### src/sv/btd_pkg.sv
`timescale 1ns / 1ps
package btd_pkg;

  localparam int NUM_TIMERS  = 16;
  localparam int ID_W        = $clog2(NUM_TIMERS);
  localparam int MAX_RESULTS = 16;
  localparam int CNT_W       = $clog2(MAX_RESULTS + 1);
  localparam int TIME_W      = 32;
  localparam int PER_W       = 24;
  localparam int COST_W      = 8;
  localparam int CFG_W       = 16;
  localparam int ADDR_W      = 4;

  localparam logic [1:0] OP_SCHED  = 2'd0;
  localparam logic [1:0] OP_CANCEL = 2'd1;
  localparam logic [1:0] OP_FIRE   = 2'd2;

  localparam logic [1:0] REG_ENABLE = 2'd0;
  localparam logic [1:0] REG_NUM    = 2'd1;
  localparam logic [1:0] REG_DEN    = 2'd2;
  localparam logic [1:0] REG_CAP    = 2'd3;

  typedef enum logic [3:0] {
    S_IDLE,
    S_SCHED,
    S_FCLR,
    S_FMUL,
    S_FADD,
    S_SCAN,
    S_PICK,
    S_NEED,
    S_CHECK,
    S_PUSH,
    S_DIV,
    S_REARM,
    S_NEXT,
    S_FINISH
  } state_t;

endpackage

### src/sv/btd_rem_div.sv
`timescale 1ns / 1ps
module btd_rem_div (
  input  logic                      clk,
  input  logic                      rst,
  input  logic                      start,
  input  logic [btd_pkg::TIME_W-1:0] dividend,
  input  logic [btd_pkg::PER_W-1:0]  divisor,
  output logic                      done,
  output logic [btd_pkg::PER_W-1:0]  rem
);
  import btd_pkg::*;

  localparam int STEP_W = $clog2(TIME_W);

  logic              busy;
  logic [STEP_W-1:0] step;
  logic [TIME_W-1:0] dvd;
  logic [PER_W-1:0]  dsr;
  logic [PER_W:0]    shifted;
  logic [PER_W:0]    diff;

  assign shifted = {rem, dvd[TIME_W-1]};
  assign diff    = shifted - {1'b0, dsr};

  always_ff @(posedge clk) begin
    if (rst) begin
      busy <= 1'b0;
      done <= 1'b0;
      step <= '0;
    end else begin
      done <= 1'b0;
      if (start) begin
        busy <= 1'b1;
        step <= '0;
        dvd  <= dividend;
        dsr  <= divisor;
        rem  <= '0;
      end else if (busy) begin
        dvd <= {dvd[TIME_W-2:0], 1'b0};
        rem <= diff[PER_W] ? shifted[PER_W-1:0] : diff[PER_W-1:0];
        step <= step + 1'b1;
        if (step == STEP_W'(TIME_W - 1)) begin
          busy <= 1'b0;
          done <= 1'b1;
        end
      end
    end
  end

endmodule

### src/sv/budgeted_timer_dispatcher.sv
`timescale 1ns / 1ps
// Budgeted timer dispatcher: 16 timer slots drained by fire requests under a
// token bucket.
// Input channel: in_valid/in_stall with opcode, timer_id, time_value, period
// and cost. A request is taken when in_valid is high and in_stall low.
// Output channel: out_valid/out_stall with fired_id, fired_valid,
// last_of_run. A fire gives one result per dispatched slot, last_of_run on
// the final one, or a single empty result when nothing is dispatched.
// Schedule passes through a write state; cancel and unknown opcodes are
// handled in idle. A fire clears, multiplies and adds the refill, then per
// dispatched slot runs a scan of the slots, pick, cost multiply, budget
// check, push and step; a recurring slot's re-arm waits on a bit-serial
// remainder unit. A closing scan, pick and finish end the run (with cost
// multiply and check when the budget stops it, finish alone after the
// sixteenth dispatch). Only one request is in work at a time; in_stall is
// high until its last result sits in the output register.
// A stall on the output holds the result register and the sequencer waits.
// Configuration is via the APB-style port and must only be written idle.
// Reset (rst, synchronous) empties all slots, clears marks, the order
// counter, the bucket and the last fire time; no clearing pass is needed.
module budgeted_timer_dispatcher (
  input  logic                        clk,
  input  logic                        rst,
  input  logic                        psel,
  input  logic                        penable,
  input  logic                        pwrite,
  input  logic [btd_pkg::ADDR_W-1:0]  paddr,
  input  logic [31:0]                 pwdata,
  output logic [31:0]                 prdata,
  output logic                        pready,
  input  logic                        in_valid,
  output logic                        in_stall,
  input  logic [1:0]                  opcode,
  input  logic [btd_pkg::ID_W-1:0]    timer_id,
  input  logic [btd_pkg::TIME_W-1:0]  time_value,
  input  logic [btd_pkg::PER_W-1:0]   period,
  input  logic [btd_pkg::COST_W-1:0]  cost,
  output logic                        out_valid,
  input  logic                        out_stall,
  output logic [btd_pkg::ID_W-1:0]    fired_id,
  output logic                        fired_valid,
  output logic                        last_of_run
);
  import btd_pkg::*;

  state_t state, state_next;

  logic             cfg_en;
  logic [CFG_W-1:0] cfg_num, cfg_den, cfg_cap;
  logic [31:0]      cap_units;

  logic [TIME_W-1:0] ready_mem [NUM_TIMERS];
  logic [TIME_W-1:0] order_mem [NUM_TIMERS];
  logic [PER_W-1:0]  per_mem   [NUM_TIMERS];
  logic [COST_W-1:0] cost_mem  [NUM_TIMERS];
  logic [NUM_TIMERS-1:0] valid_vec, cancel_vec, taken_vec;

  logic [ID_W-1:0]   idx;
  logic [TIME_W-1:0] now;
  logic [PER_W-1:0]  sch_per;
  logic [COST_W-1:0] sch_cost;
  logic [TIME_W-1:0] order_cnt, budget, last_time;
  logic [47:0]       add_reg;
  logic [23:0]       need;
  logic [CNT_W-1:0]  n_disp;
  logic              hold_valid;
  logic [ID_W-1:0]   hold_id;
  logic              best_found;
  logic [ID_W-1:0]   best_idx;
  logic [TIME_W-1:0] best_ready, best_order;

  logic [TIME_W-1:0] rd_ready, rd_order;
  logic [PER_W-1:0]  rd_per;
  logic              accept, out_free, cand, better, afford, push_go, div_start, div_done;
  logic              out_load;
  logic [PER_W-1:0]  div_rem;
  logic [32:0]       rearm_sum;
  logic [48:0]       refill_sum;
  logic              cfg_wr;

  assign rd_ready = ready_mem[idx];
  assign rd_order = order_mem[idx];
  assign rd_per   = per_mem[idx];

  assign accept   = in_valid && !in_stall;
  assign out_free = !out_valid || !out_stall;
  assign cand     = valid_vec[idx] && !taken_vec[idx] && (rd_ready <= now);
  assign better   = !best_found || (rd_ready < best_ready) ||
                    ((rd_ready == best_ready) && (rd_order < best_order));
  assign afford   = !cfg_en || (budget >= {8'd0, need});
  assign push_go  = !(hold_valid && !out_free);
  assign rearm_sum  = {1'b0, now} - {9'd0, div_rem} + {9'd0, rd_per};
  assign refill_sum = {17'd0, budget} + {1'b0, add_reg};
  assign cfg_wr     = psel && penable && pwrite && pready;

  btd_rem_div u_div (
    .clk      (clk),
    .rst      (rst),
    .start    (div_start),
    .dividend (now - rd_ready),
    .divisor  (rd_per),
    .done     (div_done),
    .rem      (div_rem)
  );

  // configuration
  assign pready = 1'b1;
  always_comb begin
    case (paddr[3:2])
      REG_ENABLE: prdata = {31'd0, cfg_en};
      REG_NUM:    prdata = {16'd0, cfg_num};
      REG_DEN:    prdata = {16'd0, cfg_den};
      REG_CAP:    prdata = {16'd0, cfg_cap};
      default:    prdata = '0;
    endcase
  end

  always_ff @(posedge clk) begin
    if (rst) begin
      cfg_en    <= 1'b0;
      cfg_num   <= '0;
      cfg_den   <= CFG_W'(1);
      cfg_cap   <= '0;
      cap_units <= '0;
    end else begin
      cap_units <= cfg_cap * cfg_den;
      if (cfg_wr) begin
        case (paddr[3:2])
          REG_ENABLE: cfg_en  <= pwdata[0];
          REG_NUM:    cfg_num <= pwdata[CFG_W-1:0];
          REG_DEN:    cfg_den <= pwdata[CFG_W-1:0];
          REG_CAP:    cfg_cap <= pwdata[CFG_W-1:0];
          default:    cfg_en  <= cfg_en;
        endcase
      end
    end
  end

  // next state
  always_comb begin
    state_next = state;
    case (state)
      S_IDLE: begin
        if (in_valid) begin
          case (opcode)
            OP_SCHED: state_next = S_SCHED;
            OP_FIRE:  state_next = S_FCLR;
            default:  state_next = S_IDLE;
          endcase
        end
      end
      S_SCHED:  state_next = S_IDLE;
      S_FCLR:   state_next = S_FMUL;
      S_FMUL:   state_next = S_FADD;
      S_FADD:   state_next = S_SCAN;
      S_SCAN:   if (idx == ID_W'(NUM_TIMERS - 1)) state_next = S_PICK;
      S_PICK:   state_next = best_found ? S_NEED : S_FINISH;
      S_NEED:   state_next = S_CHECK;
      S_CHECK:  state_next = afford ? S_PUSH : S_FINISH;
      S_PUSH: begin
        if (push_go) state_next = (rd_per == '0) ? S_NEXT : S_DIV;
      end
      S_DIV:    if (div_done) state_next = S_REARM;
      S_REARM:  state_next = S_NEXT;
      S_NEXT:   state_next = (n_disp == CNT_W'(MAX_RESULTS)) ? S_FINISH : S_SCAN;
      S_FINISH: if (out_free) state_next = S_IDLE;
      default:  state_next = S_IDLE;
    endcase
  end

  // control outputs
  always_comb begin
    in_stall  = (state != S_IDLE);
    div_start = (state == S_PUSH) && push_go && (rd_per != '0);
    out_load  = ((state == S_PUSH) && push_go && hold_valid) ||
                ((state == S_FINISH) && out_free);
  end

  always_ff @(posedge clk) begin
    if (rst) begin
      state      <= S_IDLE;
      valid_vec  <= '0;
      cancel_vec <= '0;
      taken_vec  <= '0;
      order_cnt  <= '0;
      budget     <= '0;
      last_time  <= '0;
      hold_valid <= 1'b0;
      best_found <= 1'b0;
      n_disp     <= '0;
      out_valid  <= 1'b0;
    end else begin
      state <= state_next;
      if (!(state inside {S_FADD, S_CHECK}))
        budget <= (budget > cap_units) ? cap_units : budget;
      if (out_load) out_valid <= 1'b1;
      else if (!out_stall) out_valid <= 1'b0;
      case (state)
        S_IDLE: begin
          if (accept) begin
            idx      <= timer_id;
            now      <= time_value;
            sch_per  <= period;
            sch_cost <= cost;
            if (opcode == OP_CANCEL) cancel_vec[timer_id] <= 1'b1;
          end
        end
        S_SCHED: begin
          if (!valid_vec[idx]) begin
            valid_vec[idx] <= 1'b1;
            ready_mem[idx] <= now;
            order_mem[idx] <= order_cnt;
            order_cnt      <= order_cnt + 1'b1;
          end else if (now < rd_ready) begin
            ready_mem[idx] <= now;
          end
          per_mem[idx]  <= sch_per;
          cost_mem[idx] <= sch_cost;
        end
        S_FCLR: begin
          valid_vec  <= valid_vec & ~cancel_vec;
          cancel_vec <= '0;
          taken_vec  <= '0;
          n_disp     <= '0;
          hold_valid <= 1'b0;
        end
        S_FMUL: begin
          add_reg   <= (cfg_en && now > last_time) ? (now - last_time) * cfg_num : '0;
          last_time <= now;
        end
        S_FADD: begin
          if (cfg_en)
            budget <= (refill_sum > {17'd0, cap_units}) ? cap_units : refill_sum[31:0];
          idx        <= '0;
          best_found <= 1'b0;
        end
        S_SCAN: begin
          if (cand && better) begin
            best_found <= 1'b1;
            best_idx   <= idx;
            best_ready <= rd_ready;
            best_order <= rd_order;
          end
          idx <= idx + 1'b1;
        end
        S_PICK:  idx  <= best_idx;
        S_NEED:  need <= cost_mem[idx] * cfg_den;
        S_CHECK: begin
          if (afford) begin
            if (cfg_en) budget <= budget - {8'd0, need};
            taken_vec[idx] <= 1'b1;
            n_disp         <= n_disp + 1'b1;
          end
        end
        S_PUSH: begin
          if (push_go) begin
            if (hold_valid) begin
              fired_id    <= hold_id;
              fired_valid <= 1'b1;
              last_of_run <= 1'b0;
            end
            hold_valid <= 1'b1;
            hold_id    <= idx;
            if (rd_per == '0) valid_vec[idx] <= 1'b0;
          end
        end
        S_REARM: begin
          ready_mem[idx] <= rearm_sum[32] ? '1 : rearm_sum[31:0];
          order_mem[idx] <= order_cnt;
          order_cnt      <= order_cnt + 1'b1;
        end
        S_NEXT: begin
          idx        <= '0;
          best_found <= 1'b0;
        end
        S_FINISH: begin
          if (out_free) begin
            fired_id    <= hold_valid ? hold_id : '0;
            fired_valid <= hold_valid;
            last_of_run <= 1'b1;
            hold_valid  <= 1'b0;
          end
        end
        default: ;
      endcase
    end
  end

endmodule
### config.mk
export PLATFORM = sky130hd
export DESIGN_NAME = budgeted_timer_dispatcher
export DESIGN_NICKNAME = d
export VERILOG_FILES = /design/src/sv/btd_pkg.sv /design/src/sv/btd_rem_div.sv /design/src/sv/budgeted_timer_dispatcher.sv
export SDC_FILE = /design/constraint.sdc
export NUM_CORES = 2
export LEC_CHECK = 0
export ABC_CLOCK_PERIOD_IN_PS = 8200
export CORE_MARGIN = 1.5
export CORE_UTILIZATION = 50
export DETAILED_ROUTE_END_ITERATION = 6
export DONT_BUFFER_PORTS = 1
export GPL_TIMING_DRIVEN = 1
export PLACE_DENSITY = 0.66
export SLEW_MARGIN = 10
export SYNTH_ARGS = -nofsm -noshare
export SYNTH_HDL_FRONTEND = slang
export SYNTH_SLANG_ARGS = --single-unit
export TNS_END_PERCENT = 50
### constraint.sdc
create_clock -name clk -period 8.2 [get_ports clk]
set_input_delay 0.82 -clock clk [delete_from_list [all_inputs] [get_ports clk]]
set_output_delay 0.82 -clock clk [all_outputs]
set_load 0.03 [all_outputs]
==> impl_metrics.csv <==
group,metric,value,unit
outcome,run_status,"complete, but fails checks",
outcome,failing_checks,"negative setup slack",
sta,fmax,0.1175,GHz
critical_path,timing.critical_path.arrival,9190,ps
critical_path,crit_path_start_kind,"register",
yosys,post_synth_num_cell_types,93,
cts,ctsLongestPathBuffers,3,
power,comb_power_share,12.6,%
die,fp.coreArea,243700,sq um
route,vias,77175,
route,vias_per_cell,5.811,
yosys,post_synth.cell_area_avg,12.90,sq um
die,top_level_ports,154,
route,postRouteWirelength,313.8,mm
critical_path,worst-setup-path-type,"register to register",
sta,finalHoldViolations,0,
min_path,holdCritPathClass,"primary input to register",
job,max_cap_violations,0,
sta,setup_viol,18,
power,net-switching-power,0.006095,W
critical_path,critical_path.max_stage_delay,540,ps
sta,fin_worst_skew,80.64,ps
die,floorplan.die_area,248800,sq um
layout,num-fill-cells,19360,
sta,worst-slew-pin-transition,1308,ps
critical_path,crit_top_cell,"fa_1",
grt,global_route_wire_length_before_repair,482.7,mm
critical_path,worst_setup_ep_type,"register",
route,remaining_drc_errors,0,
yosys,synthDominantCellAreaShare,44.82,%
layout,final_net_count,11372,
sta,final_max_slew_viol_count,0,
yosys,syn-instance-count,9523,
yosys,synth_edf_count,1834,
power,static_leakage_power,53.89,nW
placement,final_replace_weighted_congestion,0.9151,
die,initial_core_util,50.43,%
grt,pin_count_of_the_biggest_net_entering_global_routing,189,
route,drt.antenna.violating_nets,0,
yosys,yosys_warnings,0,
power,power_per_cell_area,178.4,nW/um^2
yosys,async_flop_share,0,%
power,power.share.sequential,47.1,%
route,starting_drt_drc_count,6928,
layout,area.growth.synth_to_final,12.93,%
yosys,post-synth-top-count-cell,"edfxtp_1",
cts,cts.sinks,2082,
sta,setup_repair_after_global_routing_missed_its_margin,"true",
grt,grt_pass1_vias,80074,
layout,share_of_cells_above_drive_strength_1,16.23,%
placement,placement.setup.worst_slack,-776.2,ps
layout,seq_area,60050,sq um
cts,clock_tree_from_tritoncts,"done",
cts,tritoncts.num_buffers,211,
placement,placed_cells,12805,
power,pwr-share-clk,40.3,%
grt,grt_usage,25.45,%
die,die_height,498.8,um
cts,clk_pin_slew,60,ps
critical_path,crit_path_top_delay_cell,"fa_1",
sta,slew_headroom,12.49,%
critical_path,timing.critical_path.required,8880,ps
layout,layout_top_registers,"order_mem x512, ready_mem x512, per_mem x384",
yosys,synthFlopType,"edfxtp_1",
route,drt-wirelength-per-cell,23.62,um
yosys,synth_top_area_cell,"edfxtp_1",
layout,multiInputGateArea,57740,sq um
yosys,post_synth_main_area_contributors,"edfxtp_1, fa_1, mux4_2",
route,drtPass1Iterations,6,
yosys,post_synth_instance_area,122900,sq um
power,internal-power,0.01867,W
grt,grt_antenna_before_repair,25,
cts,clock_latency,890,ps
yosys,synth_commonest_cells,"edfxtp_1, inv_1, nand2_1",
sta,finalCritPeriodShare,103.8,%
power,netSwitchingFraction,24.61,%
placement,detailed_place_hpwl,212.1,mm
yosys,synth.ff_latch_count,2082,
grt,grt_overflow_total,0,
yosys,synth.yosys.seq_area_share,48.86,%
cts,clock_tree.root_cell,"clkbuf_16",
die,rows,181,
sta,postLayoutSetupSlackWorst,-310.2,ps
cts,clock_tree.htree_level_count,4,
critical_path,timing.critical_path.fanout_max,5,
power,ir_worst_vdd,0.0002187,V
die,die_x,498.8,um
sta,fin_crit,8510,ps
placement,placement.io_buffers,0,
layout,layoutNonFillerInstCount,13281,
## repair_timing
action | CTS | global route
gates resized for setup | 90 | 92
pin swaps | 69 | 100
setup endpoints to repair | 23 | 24
hold buffers | 31 | 0
buffers inserted | 30 | 14
endpoints found under the hold margin | 31 | 0
## worst paths after layout
| path | startpoint | to | slack, ps | cells past startpoint |
|---|---|---|---|---|
| worst max register to register | now[4]$_DFFE_PP_ | add_reg[44]$_SDFFCE_PN0P_ | -310 | 34 |
| worst min-delay path | cost[2] | sch_cost[2]$_DFFE_PP_ | 70 | 0 |
| worst max-delay path | now[4]$_DFFE_PP_ | add_reg[44]$_SDFFCE_PN0P_ | -310 | 34 |
| worst min register to register | last_time[10]$_SDFFE_PP0N_ | last_time[10]$_SDFFE_PP0N_ | 450 | 2 |
## kinds of logic (layout without fill, tap and decap cells)
kind of cell | count (synthesis) | in the layout | share of synthesized area, %
compound gates | 1201 | 1201 | 6.258
xor+xnor | 263 | 263 | 1.874
fa+ha+maj | 1373 | 1373 | 18.85
buf+inv | 1699 | 2229 | 5.323
flops | 2082 | 2082 | 48.86
mux | 576 | 576 | 9.716
other cells | 2 | 28 | 0.006111
simple gates | 2327 | 2327 | 9.112
## area by class of cell
class / instances / share of cell area, %
Antenna cell: 11 / 0.01984
Clock buffer: 277 / 4.123
Clock inverter: 118 / 1.139
Inverter: 1270 / 3.435
Multi-Input combinational cell: 5757 / 41.60
Sequential cell: 2082 / 43.27
Tap cell: 3202 / 2.887
Timing Repair Buffer: 564 / 3.518
## layer usage
metal,vias to the layer above,wire [um],global-route usage [%]
met3,562,22050,3.760
li1,34202,-,-
met5,-,79,0
met4,12,9549,7.255
met1,39597,128300,34.55
met2,2802,153800,42.67
## power groups by stage
stage	Sequential, W	Clock [W]	Combinational [W]
global placement	0.0119	0	0.00296
CTS	0.0117	0.0101	0.00308
detailed placement	0.0119	0	0.00301
floorplan	0.0118	0	0.00209
finish	0.0117	0.00999	0.00312
global route	0.0117	0.0105	0.00340
## stage by stage
step | hold slack [ps] | TNS (ps) | cell area, sq um | utilization (%) | total power (W)
global placement | 442.4 | -11260 | 129900 | 53.32 | 0.01484
floorplan | 431.5 | -1298 | 123000 | - | 0.01390
CTS | 0.2662 | -3069 | 138100 | 56.69 | 0.02487
finish | 73.75 | -3505 | 138800 | 56.95 | 0.02476
detailed placement | 448.1 | -10770 | 129900 | 53.32 | 0.01489
global route | 29.46 | -10470 | 138800 | 56.95 | 0.02557
## layout by cell type, fill, tap and decap left out, drive strengths merged, types with 27 or more instances in the layout
cell type and instances:
nand3 84, edfxtp 1834, o211ai 32, or3 32, dlygate4sd3 31, xnor2 146
clkbuf 277, a31oi 72, mux2i 60, xor2 117, o21bai 27, buf 531
and3 65, a211oi 44, o21ai 216, ha 575, nor3 117, clkinv 71
a21o 125, nor2 418, a21oi 396, dfxtp 248, fa 798, o21a 63
nand4 71, inv 1275, nand2b 48, nand2 881, and2 431, mux4 491
nor2b 82
## critical path, delay by kind of cell, from the launching register on
family | cells | cell delay (ps)
XOR/XNOR | 1 | 90
adder cells (fa/ha/maj) | 8 | 3560
AO/OA/AOI/OAI | 13 | 2710
flip-flops | 1 | 410
buffers and inverters | 7 | 650
AND/OR/NAND/NOR | 5 | 910
(Power assumes the default switching activity.)
